**src/mcc_pkg.sv**
```systemverilog
package mcc_pkg;

	// Sizes of the vector store and of the sample fields
	localparam int DEPTH        = 1024;
	localparam int SAMPLE_WIDTH = 16;
	localparam int ADDR_W       = $clog2(DEPTH);
	localparam int CNT_W        = $clog2(DEPTH + 1);
	localparam int ENTRY_W      = 2 * SAMPLE_WIDTH + 2;

	// Arithmetic widths
	localparam int SUM_W   = SAMPLE_WIDTH + CNT_W;
	localparam int NUM_W   = SUM_W + 1;
	localparam int MEAN_W  = SAMPLE_WIDTH + 1;
	localparam int DIFF_W  = MEAN_W + 1;
	localparam int PRODS_W = 2 * DIFF_W;
	localparam int ACC_W   = PRODS_W + CNT_W;
	localparam int PROD_W  = 2 * ACC_W;
	localparam int CORR_W  = 16;
	localparam int Q_W     = CORR_W;
	localparam int QB_W    = $clog2(Q_W);
	localparam int FRAC_SHIFT = 2 * (CORR_W - 1);
	localparam int QD_W    = PROD_W + Q_W;
	localparam int ROOT_W  = PROD_W + 2 * Q_W + 2;

	// Stream packing
	localparam int S_TDATA_W = ((2 * SAMPLE_WIDTH + 7) / 8) * 8;
	localparam int M_TDATA_W = ((CORR_W + CNT_W + 7) / 8) * 8;

	// Sequencer step counts
	localparam int DIV_STEPS = NUM_W;
	localparam int MUL_STEPS = ACC_W;
	localparam int MAX_STEP  = (MUL_STEPS + 1 > DIV_STEPS + 1) ?
		((MUL_STEPS + 1 > 2 * Q_W) ? MUL_STEPS + 1 : 2 * Q_W) :
		((DIV_STEPS + 1 > 2 * Q_W) ? DIV_STEPS + 1 : 2 * Q_W);
	localparam int STEP_W    = $clog2(MAX_STEP + 1);

	localparam logic [STEP_W-1:0] DIV_LAST  = STEP_W'(DIV_STEPS + 1);
	localparam logic [STEP_W-1:0] MUL_LAST  = STEP_W'(MUL_STEPS + 1);
	localparam logic [STEP_W-1:0] ROOT_LAST = STEP_W'(2 * Q_W - 1);

	typedef enum logic [3:0] {
		ST_LOAD,
		ST_DIV_X,
		ST_DIV_Y,
		ST_WALK,
		ST_CHECK,
		ST_MUL_D,
		ST_MUL_N,
		ST_ROOT,
		ST_FINISH
	} state_t;

	typedef struct packed {
		logic            load;
		logic            div_init;
		logic            div_step;
		logic            div_save;
		logic            div_sel;
		logic            walk_init;
		logic            walk_run;
		logic            mul_init;
		logic            mul_step;
		logic            mul_save;
		logic            mul_sel;
		logic            root_term;
		logic            root_cmp;
		logic [QB_W-1:0] root_bit;
		logic            out_load;
	} cmd_t;

	typedef struct packed {
		logic walk_done;
		logic special;
		logic out_free;
	} sts_t;

endpackage

```
**src/mcc_ctrl.sv**
```systemverilog
module mcc_ctrl
	import mcc_pkg::*;
(
	input  logic clk,
	input  logic arst_n,
	input  logic in_valid,
	input  logic in_last,
	output logic in_ready,
	input  sts_t sts,
	output cmd_t cmd
);

	state_t            state_q, state_d;
	logic [STEP_W-1:0] step_q, step_d;

	// Hold state and phase step
	always_ff @(posedge clk or negedge arst_n) begin
		if (!arst_n) begin
			state_q <= ST_LOAD;
			step_q  <= '0;
		end else begin
			state_q <= state_d;
			step_q  <= step_d;
		end
	end

	// Next state
	always_comb begin
		state_d = state_q;
		step_d  = step_q + STEP_W'(1);
		case (state_q)
			ST_LOAD: begin
				step_d = '0;
				if (in_valid && in_last) state_d = ST_DIV_X;
			end
			ST_DIV_X: begin
				if (step_q == DIV_LAST) begin
					state_d = ST_DIV_Y;
					step_d  = '0;
				end
			end
			ST_DIV_Y: begin
				if (step_q == DIV_LAST) begin
					state_d = ST_WALK;
					step_d  = '0;
				end
			end
			ST_WALK: begin
				// stay on the running step until the pipe drains
				step_d = STEP_W'(1);
				if (step_q != '0 && sts.walk_done) begin
					state_d = ST_CHECK;
					step_d  = '0;
				end
			end
			ST_CHECK: begin
				step_d  = '0;
				state_d = sts.special ? ST_FINISH : ST_MUL_D;
			end
			ST_MUL_D: begin
				if (step_q == MUL_LAST) begin
					state_d = ST_MUL_N;
					step_d  = '0;
				end
			end
			ST_MUL_N: begin
				if (step_q == MUL_LAST) begin
					state_d = ST_ROOT;
					step_d  = '0;
				end
			end
			ST_ROOT: begin
				if (step_q == ROOT_LAST) begin
					state_d = ST_FINISH;
					step_d  = '0;
				end
			end
			ST_FINISH: begin
				step_d = '0;
				if (sts.out_free) state_d = ST_LOAD;
			end
			default: begin
				state_d = ST_LOAD;
				step_d  = '0;
			end
		endcase
	end

	// Commands to the datapath
	always_comb begin
		cmd      = '0;
		in_ready = 1'b0;
		case (state_q)
			ST_LOAD: begin
				in_ready = 1'b1;
				cmd.load = in_valid;
			end
			ST_DIV_X, ST_DIV_Y: begin
				cmd.div_sel  = (state_q == ST_DIV_Y);
				cmd.div_init = (step_q == '0);
				cmd.div_step = (step_q != '0) && (step_q != DIV_LAST);
				cmd.div_save = (step_q == DIV_LAST);
			end
			ST_WALK: begin
				cmd.walk_init = (step_q == '0);
				cmd.walk_run  = (step_q != '0);
			end
			ST_MUL_D, ST_MUL_N: begin
				cmd.mul_sel  = (state_q == ST_MUL_N);
				cmd.mul_init = (step_q == '0);
				cmd.mul_step = (step_q != '0) && (step_q != MUL_LAST);
				cmd.mul_save = (step_q == MUL_LAST);
			end
			ST_ROOT: begin
				cmd.root_term = !step_q[0];
				cmd.root_cmp  = step_q[0];
				cmd.root_bit  = QB_W'(Q_W - 1) - step_q[QB_W:1];
			end
			ST_FINISH: begin
				cmd.out_load = sts.out_free;
			end
			default: begin
				cmd = '0;
			end
		endcase
	end

	assert property (@(posedge clk) disable iff (!arst_n)
		(state_q == ST_CHECK && !sts.special) |=> (state_q == ST_MUL_D && step_q == '0))
		else $error("check did not start the multiply");
	assert property (@(posedge clk) disable iff (!arst_n)
		cmd.out_load |=> (state_q == ST_LOAD))
		else $error("result load did not return to loading");
	assert property (@(posedge clk) disable iff (!arst_n)
		$onehot0({cmd.load, cmd.div_step, cmd.walk_run, cmd.mul_step, cmd.root_cmp,
			cmd.out_load}))
		else $error("overlapping datapath commands");

endmodule

```
**config.mk**
```make
export PLATFORM = sky130hd
export DESIGN_NAME = mcc_ctrl
export DESIGN_NICKNAME = d
export VERILOG_FILES = /design/src/mcc_pkg.sv /design/src/mcc_ctrl.sv
export SDC_FILE = /design/constraint.sdc
export NUM_CORES = 1
export LEC_CHECK = 0
export BUFFER_PORTS_ARGS = -buffer_cell sky130_fd_sc_hd__buf_2
export CORE_MARGIN = 4
export CORE_UTILIZATION = 49
export DETAILED_ROUTE_END_ITERATION = 8
export PLACE_DENSITY = 0.82
export SKIP_CTS_REPAIR_TIMING = 1
export SLEW_MARGIN = 20
export SYNTH_ARGS = -nofsm -noshare
export SYNTH_HDL_FRONTEND = slang
export SYNTH_SLANG_ARGS = --single-unit
```
**constraint.sdc**
```tcl
create_clock -name clk -period 2.6 [get_ports clk]
set_clock_uncertainty 0.2 [all_clocks]
set_input_delay 0.26 -clock clk [delete_from_list [all_inputs] [get_ports clk]]
set_output_delay 0.26 -clock clk [all_outputs]
set_load 0.01 [all_outputs]
```
==> results.tsv, run 1 <==
metric	value	unit
run_status	finished clean	
cts_max_level	1	
required	2.14	ns
maxSlewViolCount	0	
number_of_drc_violations_after_detailed_routing	0	
crit_path_cell_trace	or2b_2 -> a211oi_1 -> and2_1 -> buf_2	
die-width	49.3	um
global_route.overflow_total	0	
drt-vias-per-instance	5.50	
syn_area	837	um^2
totalNegativeSetupSlack	0	ns
synthXorXnorAreaFrac	5.23	%
grt_max_degree	13	
power.static_leakage	0.516	nW
crit_family	simple AND/OR/NAND/NOR gates	
multi_input_area	518	um^2
fill_cells	123	
design_area	991	um^2
antenna_viol_nets_final	0	
grt_pass1_wl	3310	um
clk_transition_reported_paths	0.05	ns
cts_tree	done	
via_count	770	
sequential_cell_area	250	um^2
layout.cells.most_common_list	buf_2, nor2_1, dfrtp_1, a21oi_1	
fraction_of_layout_instances_using_a_drive_strength_above_1	36.3	%
cp_num_buf_inv	1	
ys_dominant_reg_cell	dfrtp_1	
compound_cell_area_share_of_the_yosys_netlist	14.2	%
number_of_hold_violations_in_the_final_report	0	
synth_simple_gate_area_share	35.3	%
num_rows	14	
yosys_warnings	0	
post-route-worst-setup-slack	0.187	ns
timing.critical_path.slowest_cell_delay	0.51	ns
reg2reg_depth	7	
drt_pass1_iterations	4	
placed_cell_area	958	um^2
cpMaxStageDelayCell	dfrtp_1	
instance_count_of_the_mapped_netlist	96	
synth_adder_area_share	4.48	%
num_antenna_cells	0	
ys_seq_elements	10	
final_period_minus_worst_setup_slack	2.41	ns
synth_cell_types	38	
total_stage_count_of_the_critical_path	4	
power.ir.vdd_worst	0.695	mV
detail_route.iter0.violations	12	
grt_usage	17.4	%
numPortBuffers	25	
cts_buffers	3	
portion_of_the_post_synthesis_area_used_by_sequential_elements	29.9	%
combinational_family_with_the_most_area_after_synthesis	simple AND/OR/NAND/NOR gates	
synth_fp_nets	106	
maxCapViolations	0	
setup_viol	0	
area_growth	18.4	%
synthMuxAreaShare	2.69	%
routedWlPerCell	13.8	um
post_synth_main_area_contributors	dfrtp_1, nor2_1, ha_1, xor2_1, clkbuf_8	
synthArstFlopShare	100	%
cts-root-buf	clkbuf_4	
fin_nets	136	
design.portCount	26	
dieHeight	49.3	um
grt_antenna_before_repair	0	
final_common_cell	buf_2	
area_enclosed_by_the_die_boundary	0.00243	mm^2
cts_sinks	10	
critPathMaxFanout	12	
cellPowerDensity	1300	mW/mm^2
dp_hpwl	1480	um
start_kind	flip-flop	
finalWirelength	1930	um
first_global_vias	737	
floorplan.core_area	0.00156	mm^2
critPathCaptureType	primary output	
critPathCapture	cmd[9]	
floorplan.initialDensity	53.7	%
yosys.area.top_type_share	29.9	%
register_to_register_setup_slack	0.29	ns
reg2reg_from	step_q[0]$_DFF_PN0_	
syn_area_cell	8.72	um^2
rsz0062_at_grt	false	
place.gp.congestion	0.817	
dp_slack	0.294	ns
rr_endpoint	state_q[2]$_DFFE_PN0P_	
holdCritPathClass	in2reg	
fmaxAchievable	414	MHz
critical_path_class	reg2out	
synth_edf_count	0	
wp_data_arrival	1.95	ns
slew_headroom	66.1	%
timing_worst_slew_pin_value	0.495	ns
ctsLongestPathBuffers	2	
synth_top_area_cell	dfrtp_1	
worstSkewPairLatency	0.26	ns
finalCritPeriodShare	92.8	%
timing.critical_path.from	state_q[3]$_DFFE_PN0P_	
==> metal layers <==
layer / vias to the layer above / track usage [%] / wire, um
met1: 349 / 21.6 / 897
met3: 6 / 3.98 / 103
li1: 387 / - / -
met5: - / 0 / 0
met4: 0 / 9.95 / 50
met2: 28 / 27.5 / 878
==> cell type report <==
class	instances	share of cell area (%)
tap	16	2.02
sequential	10	25.3
timing repair buffer	30	16.7
clock buffer	3	2.27
multi-input combinational	77	52.3
inverter	4	1.52
==> worst register-to-register path, cell delays in order (launching register included) <==
cell and delay, ns:
dfrtp_1 0.44, inv_1 0.11, ha_1 0.14, nor3b_2 0.24, a211oi_1 0.18, a211oi_4 0.37, nand4_4 0.17, mux2_1 0.34
==> through the flow <==
stage / cells / power [mW] / hold WS (ns) / util [%]
5_1_grt: 140 / 1.41 / 0.184 / 63.6
6_report: 140 / 1.28 / 0.157 / 63.6
2_1_floorplan: 96 / 0.974 / -0.236 / -
3_5_place_dp: 136 / 1.18 / -0.0751 / 61.5
3_3_place_gp: 136 / 1.14 / -0.0756 / 61.5
4_1_cts: 139 / 1.29 / -0.355 / 62.9
==> report_power, final <==
group	switching, mW	internal (mW)
Clock	0.0442	0.0530
Combinational	0.499	0.396
Sequential	0.0804	0.211
Total	0.624	0.660
==> cell families after synthesis <==
family | after synthesis
flops | 10
compound gates | 16
fa+ha+maj | 3
mux | 2
simple gates | 51
buf+inv | 9
xor+xnor | 5
==> registers in the layout, summed over array words and instances (netlist names) <==
| register | cells |
|---|---|
| state_q | 4 |
| step_q | 6 |
==> worst min path at each step <==
stage               slack [ns]                endpoint  cells past startpoint   start
finish                    0.16  state_q[3]$_DFFE_PN0P_                      3  sts[0]
CTS                      -0.36     step_q[3]$_DFF_PN0_                      1  arst_n
detailed placement       -0.08     step_q[3]$_DFF_PN0_                      1  arst_n
global route              0.18     step_q[0]$_DFF_PN0_                      3  sts[2]
floorplan                -0.24  state_q[0]$_DFFE_PN0P_                      0  arst_n
global placement         -0.08     step_q[3]$_DFF_PN0_                      1  arst_n
==> cell usage after synthesis (2+ instances only) <==
cell type	n
nand2_1	4
clkbuf_8	2
nand2b_1	2
mux2_1	2
a211oi_1	2
a21oi_1	5
nor2_1	19
inv_1	4
nand3_1	4
ha_1	3
buf_6	2
dfrtp_1	10
xor2_1	4
and3_2	3
and2_1	3
o21ai_0	3
nor3_1	3
No activity file was read; power rests on OpenSTA's default activity.
==> run 2, diff against run 1 <==
--- a/config.mk
+++ b/config.mk
@@ -7,9 +7,9 @@
 export LEC_CHECK = 0
 export BUFFER_PORTS_ARGS = -buffer_cell sky130_fd_sc_hd__buf_2
 export CORE_MARGIN = 4
-export CORE_UTILIZATION = 49
+export CORE_UTILIZATION = 45
 export DETAILED_ROUTE_END_ITERATION = 8
-export PLACE_DENSITY = 0.82
+export PLACE_DENSITY = 0.79
 export SKIP_CTS_REPAIR_TIMING = 1
 export SLEW_MARGIN = 20
 export SYNTH_ARGS = -nofsm -noshare
==> constraint.sdc (replaced) <==
create_clock -name clk -period 2.2 [get_ports clk]
set_clock_uncertainty 0.2 [all_clocks]
set_input_delay 0.22 -clock clk [delete_from_list [all_inputs] [get_ports clk]]
set_output_delay 0.22 -clock clk [all_outputs]
set_load 0.01 [all_outputs]
==> results.tsv, run 2 (synthesis results as in run 1) <==
metric	value	unit
setup_viol	0	
final_period_minus_worst_setup_slack	2.20	ns
final_cells	160	
grt_pass1_wl	3500	um
floorplan.initialDensity	48.0	%
number_of_hold_violations_in_the_final_report	0	
total_stage_count_of_the_critical_path	8	
power.ir.vdd_worst	0.715	mV
grt_antenna_before_repair	0	
cts_tree	done	
ctsLongestPathBuffers	2	
fraction_of_layout_instances_using_a_drive_strength_above_1	45.9	%
place.gp.congestion	0.849	
maxSlewViolCount	0	
area_enclosed_by_the_die_boundary	0.00261	mm^2
cts_max_level	1	
largestRegisters	step_q x6, state_q x4	
design.portCount	26	
timing.critical_path.slowest_cell_delay	0.40	ns
top_register	step_q	
area_growth	33.5	%
rr_endpoint	state_q[0]$_DFFE_PN0P_	
numPortBuffers	25	
critPathCaptureType	flip-flop	
cts_buffers	3	
drt_pass1_iterations	5	
critPathMaxFanout	4	
floorplan.core_area	0.00175	mm^2
crit_family	flip-flops	
cts_sinks	10	
totalNegativeSetupSlack	0	ns
die-width	51.1	um
global_route.overflow_total	0	
clk_transition_reported_paths	0.08	ns
num_rows	15	
power.static_leakage	0.584	nW
slew_headroom	69.8	%
timing.critical_path.from	step_q[0]$_DFF_PN0_	
cpMaxStageDelayCell	dfrtp_1	
holdCritPathClass	in2reg	
start_kind	flip-flop	
critical_path_class	reg2reg	
drt-vias-per-instance	5.49	
dp_hpwl	1620	um
cts-root-buf	clkbuf_4	
finalWirelength	2340	um
register_to_register_setup_slack	0.002	ns
cp_num_buf_inv	2	
place_inst	151	
finalCritPeriodShare	99.9	%
dieHeight	51.1	um
detail_route.iter0.violations	29	
largest_register_ffs	6	
layout.cells.most_common_list	buf_2, nor2_1, buf_4, dfrtp_1, a21oi_1	
number_of_drc_violations_after_detailed_routing	0	
required	2.16	ns
routedWlPerCell	14.6	um
fin_nets	146	
final_common_cell	buf_2	
first_global_vias	758	
critPathCapture	state_q[0]$_DFFE_PN0P_	
grt_usage	18.3	%
antenna_viol_nets_final	0	
reg2reg_from	step_q[0]$_DFF_PN0_	
crit_path_cell_trace	inv_2 -> ha_1 -> nor3b_4 -> a211oi_2 -> buf_4 -> a211oi_4 -> nand4_4 -> mux2_4	
fmaxAchievable	455	MHz
via_count	878	
wp_data_arrival	2.16	ns
maxCapViolations	0	
reg2reg_depth	8	
grt_max_degree	15	
timing_worst_slew_pin_value	0.442	ns
rsz0062_at_grt	true	
run_status	finished clean	
worstSkewPairLatency	0.28	ns
cellPowerDensity	1730	mW/mm^2
num_antenna_cells	0	
[run 2: cell count changes in the layout (fill, tap and decap cells not counted), sizes merged]
cell,delta
buf,+10
clkbuf,+1
[run 2: layer usage]
layer	share of wire (%)	track usage (%)	vias up	wire [um]
li1	-	-	408	-
met1	40	21.8	395	930
met2	47	28.8	65	1100
met3	9.6	4.37	10	224
met4	3.4	12.6	0	80
met5	0	0	-	0
[run 2: cell type report]
type	instances	area [um^2]
fillers	138	628
multi-input cells	77	544
flip-flops and latches	10	250
repair buffers	40	240
clock buffers	4	36.3
well taps	25	31.3
inverters	4	15.0
[run 2: worst min path at each step]
stage	end	slack [ns]	from	depth (start not counted)
2_1_floorplan	state_q[0]$_DFFE_PN0P_	-0.28	arst_n	0
3_3_place_gp	step_q[3]$_DFF_PN0_	-0.11	arst_n	1
3_5_place_dp	step_q[0]$_DFF_PN0_	-0.11	arst_n	1
4_1_cts	state_q[1]$_DFFE_PN0P_	-0.40	arst_n	1
5_1_grt	state_q[3]$_DFFE_PN0P_	0.12	sts[0]	3
6_report	state_q[3]$_DFFE_PN0P_	0.12	sts[0]	3
[run 2: through the flow]
step / power (mW) / utilization, % / cell area, um^2 / setup slack (ns) / hold slack (ns)
2_1_floorplan: 1.15 / - / 837 / 0.110 / -0.276
6_report: 1.94 / 64.0 / 1120 / 0.00200 / 0.122
5_1_grt: 2.06 / 64.0 / 1120 / -0.0678 / 0.118
3_5_place_dp: 1.48 / 58.1 / 1010 / 0.0355 / -0.106
3_3_place_gp: 1.44 / 58.1 / 1010 / 0.117 / -0.114
4_1_cts: 1.67 / 60.2 / 1050 / 0.0225 / -0.404
[run 2: where the power goes]
part	total [mW]	switching, mW	internal (mW)
clock	0.171	0.0706	0.101
combinational	1.47	0.765	0.705
sequential	0.295	0.0458	0.250
[run 2: tightest hold or removal path, cell delays in order]
cell	delay (ns)
buf_2	0.08
or2b_1	0.15
o31ai_1	0.10
